## src/hw/rtl/arpc_pkg.sv

```systemverilog
// Shared types and codes for the ARP cache with lifetime aging.
`default_nettype none

package arpc_pkg;

    // operation selector carried on s_tuser
    localparam logic [2:0] MODE_ADD      = 3'd0;
    localparam logic [2:0] MODE_ADD_DEF  = 3'd1;
    localparam logic [2:0] MODE_FIND_IP  = 3'd2;
    localparam logic [2:0] MODE_FIND_ETH = 3'd3;
    localparam logic [2:0] MODE_REMOVE   = 3'd4;
    localparam logic [2:0] MODE_TICK     = 3'd5;

    // result status carried on m_tuser
    localparam logic [2:0] ST_OK        = 3'd0;
    localparam logic [2:0] ST_NOT_FOUND = 3'd1;
    localparam logic [2:0] ST_DUP       = 3'd2;
    localparam logic [2:0] ST_FULL      = 3'd3;
    localparam logic [2:0] ST_TICK      = 3'd4;

    localparam logic [15:0] LIFE_PERMANENT = 16'hFFFF;
    localparam logic [15:0] DEF_LIFE_RESET = 16'd60;
    localparam int          OUT_CNT_W      = 7;

    typedef struct packed {
        logic        valid;
        logic [31:0] ip;
        logic [47:0] eth;
        logic [15:0] life;
    } entry_t;

    // per-slot decisions from the compare unit
    typedef struct packed {
        logic ip_hit;
        logic eth_better;
        logic free;
        logic expire;
        logic age;
        logic rank_above;
    } slot_flags_t;

endpackage

`default_nettype wire

```

## src/hw/rtl/arpc_slot_eval.sv

```systemverilog
// Shared compare unit: evaluates one table slot against the current key.
`default_nettype none

module arpc_slot_eval #(
    parameter int RANK_W = 6
) (
    input  arpc_pkg::entry_t      ent,
    input  logic [RANK_W-1:0]     rank,
    input  logic [31:0]           key_ip,
    input  logic [47:0]           key_eth,
    input  logic [RANK_W-1:0]     ref_rank,
    input  logic [RANK_W-1:0]     best_rank,
    input  logic                  best_vld,
    output arpc_pkg::slot_flags_t flags,
    output logic [15:0]           life_dec
);
    import arpc_pkg::*;

    logic mortal;

    assign mortal = ent.valid && (ent.life != LIFE_PERMANENT);

    always_comb begin
        flags.ip_hit     = ent.valid && (ent.ip == key_ip);
        // earliest insertion wins among Ethernet matches
        flags.eth_better = ent.valid && (ent.eth == key_eth) &&
                           (!best_vld || (rank < best_rank));
        flags.free       = !ent.valid;
        flags.expire     = mortal && (ent.life <= 16'd1);
        flags.age        = mortal && (ent.life > 16'd1);
        flags.rank_above = ent.valid && (rank > ref_rank);
    end

    assign life_dec = ent.life - 16'd1;

endmodule

`default_nettype wire

```

## config.mk

```make
export PLATFORM = sky130hd
export DESIGN_NAME = arpc_slot_eval
export DESIGN_NICKNAME = d
export VERILOG_FILES = /design/src/hw/rtl/arpc_pkg.sv /design/src/hw/rtl/arpc_slot_eval.sv
export SDC_FILE = /design/constraint.sdc
export NUM_CORES = 1
export LEC_CHECK = 0
export BUFFER_PORTS_ARGS = -buffer_cell sky130_fd_sc_hd__buf_2
export CAP_MARGIN = 20
export CELL_PAD_IN_SITES_DETAIL_PLACEMENT = 1
export CELL_PAD_IN_SITES_GLOBAL_PLACEMENT = 1
export CORE_MARGIN = 1.5
export CORE_UTILIZATION = 19
export DETAILED_ROUTE_END_ITERATION = 7
export GPL_TIMING_DRIVEN = 0
export PLACE_DENSITY_LB_ADDON = 0.25
export SLEW_MARGIN = 40
export SYNTH_ARGS = -nofsm -noshare
export SYNTH_HDL_FRONTEND = slang
export SYNTH_SLANG_ARGS = --single-unit
export TNS_END_PERCENT = 50
```

## constraint.sdc

```tcl
create_clock -name vclk -period 1.36
set_clock_uncertainty 0.1 [all_clocks]
set_input_delay 0.068 -clock vclk [all_inputs]
set_output_delay 0.068 -clock vclk [all_outputs]
set_load 0.02 [all_outputs]
```

==> metrics.cfg <==
[detailed_routing]
drt-initial-drc-count = 14
drc = 0
dr.pass1.iters = 4
post_drt_wl_per_cell_um = 13.7
wl_mm = 7.43
wl_met1_mm = 2.53
top_layer = met4
dr_wl_met2_mm = 4.30
wl_met3_um = 576
via_per_inst = 4.40
ant_nets = 0
num_vias = 2392

[layout]
seqCellArea_um2 = 0
n_clock_buffer = 0
fillers = 1033
nets = 651
mostFrequentLayoutCells = 180 x buf_2, 48 x xnor2_1, 24 x inv_1, 24 x buf_6, 19 x nand4_1
layout.cells.non_filler = 544
seq_cell_count = 0
n_antenna_cell = 0
layout_commonest_cell = buf_2
layout-drive-gt1-share_pct = 63.6
final_util_pct = 42.3
synthToLayoutAreaGrowth_pct = 119

[flow_run]
cap_violations = 0

[hold_path]
hold_path_startpoint = ent[10]
min_delay_path_depth = 3
min_to = life_dec[10]
worstHoldPathType = primary input to primary output

[run_status]
outcome = finished, violations left
violations = setup timing

[sta]
max_freq_ghz = 0.629
fin_ws_ps = -230
rsz0062_at_grt = yes
slew_viol_final = 0
worst_pin_slew_ps = 347
report.final.hold_viol_count = 0
fin_tns_setup_ps = -1900
setup_viol = 14
fin_crit_ps = 1590
whs_ps = 307
period_share_pct = 117
max_slew_margin_pct = 76.6

[critical_path]
crit_buf_inv = 2
worst_setup_path_end_kind = primary output
startpoint_type = primary input
cpPeakStageDelay_ps = 400
slowest_stage = or3_4
cp_top_family = simple AND/OR/NAND/NOR gates
crit_chain = buf_8, nor4_4, nand2_1, or3_4, nor3_4, xor2_2, buf_4
cp.required_ps = 1190
worstPathMaxFanout = 4
critPathArrivalTime_ps = 1420
path_class = primary input to primary output

[placed_design]
place.gp.congestion = 0.758
dpl.cell_count = 536
io_buffers = 218
place_ws_ps = -434
dpl.hpwl_mm = 6.60

[global_routing]
grt_pass1_vias = 2475
track_usage_pct = 15.1
grt_pass1_wl_mm = 10.9
grt_antenna_before_repair = 0
grt_overflow = 0
grt_max_degree = 7

[floorplanning]
die_y_um = 94.0
num_rows = 33
ioPinCount = 218
die_width_um = 94.0
die_area_um2 = 8840
start_util_pct = 19.4
core_area_um2 = 8130

[logic_synthesis]
netlist_instances = 213
syn_avg_cell_area_um2 = 7.39
synthesis.nets = 423
ys.warnings.count = 0
syn_area_um2 = 1570
yosys.cell_types.count = 31
seq_area_frac_synth_pct = 0

[power_and_ir_drop]
p_seq_share_pct = 0
power.net_switching_w = 0.000424
vdd_drop_max_v = 0.000104
p_int_w = 0.000546
switching_share_pct = 43.7
p_clk_share_pct = 0
p_leak_nw = 1.72
p_comb_share_pct = 100.0
p_per_area_nw_per_um2 = 282

[clock_network]
cts_hold_buf = 0

## synthesized netlist by cell type (3+ instances only)
cell	n	share of area, %
ha_1	14	11
o21ai_0	4	1.3
xor2_1	23	13
or3_1	4	1.6
xnor2_1	62	34
nand4_1	19	7.6
or3_4	3	2.1
a21oi_1	5	1.6
nand2_1	5	1.2
nor2_1	10	2.4
nor3_1	3	0.95
a22oi_1	3	1.4
nor4_1	7	2.8
inv_1	27	6.4
nor3_2	5	3.2
nand3_1	4	1.3
## kinds of logic after synthesis
| logic type | count (synthesis) | share of synthesized area [%] |
|---|---|---|
| adder cells (fa/ha/maj) | 14 | 11.1 |
| XOR/XNOR | 85 | 47.3 |
| buffers and inverters | 27 | 6.44 |
| AND/OR/NAND/NOR | 65 | 25.6 |
| AO/OA/AOI/OAI | 22 | 9.54 |
## layer usage
layer  GRT usage [%]  up-vias
met1            15.2     1079
met3            2.18        2
met2            32.9      121
met4            1.12        0
met5               0        -
li1                -     1190
## stage by stage
stage	total power, W	cell area [um^2]
4_1_cts	0.000901	3200
3_5_place_dp	0.000831	2940
6_report	0.000969	3440
5_1_grt	0.00107	3440
2_1_floorplan	0.000377	1710
3_3_place_gp	0.000810	2940
## power by group through the flow
stage	Sequential, W	Combinational, W	Clock [W]
2_1_floorplan	0	0.000377	0
3_3_place_gp	0	0.000810	0
3_5_place_dp	0	0.000831	0
4_1_cts	0	0.000901	0
5_1_grt	0	0.00107	0
6_report	0	0.000969	0
## final cells by class
cell class | count | area (um^2) | area share (%)
multi-input combinational | 186 | 1830 | 53.3
timing repair buffer | 226 | 1370 | 39.9
tap | 105 | 131 | 3.82
inverter | 27 | 104 | 3.02
## how the worst max path moves through the flow
stage / cells past startpoint / endpoint / start / slack (ps)
floorplan: 5 / life_dec[13] / ent[1] / -70
global placement: 7 / flags[4] / key_eth[18] / -470
detailed placement: 7 / flags[4] / key_eth[18] / -430
CTS: 7 / flags[4] / ent[37] / -270
global route: 7 / life_dec[15] / ent[6] / -320
finish: 7 / life_dec[15] / ent[6] / -230
## timing repair
action,in CTS,in global routing
setup buffers,7,1
hold endpoints to repair,0,0
pin swaps,26,23
gates resized for setup,57,43
setup endpoints to repair,14,15
Note: power is estimated with default switching activity, not from simulation.
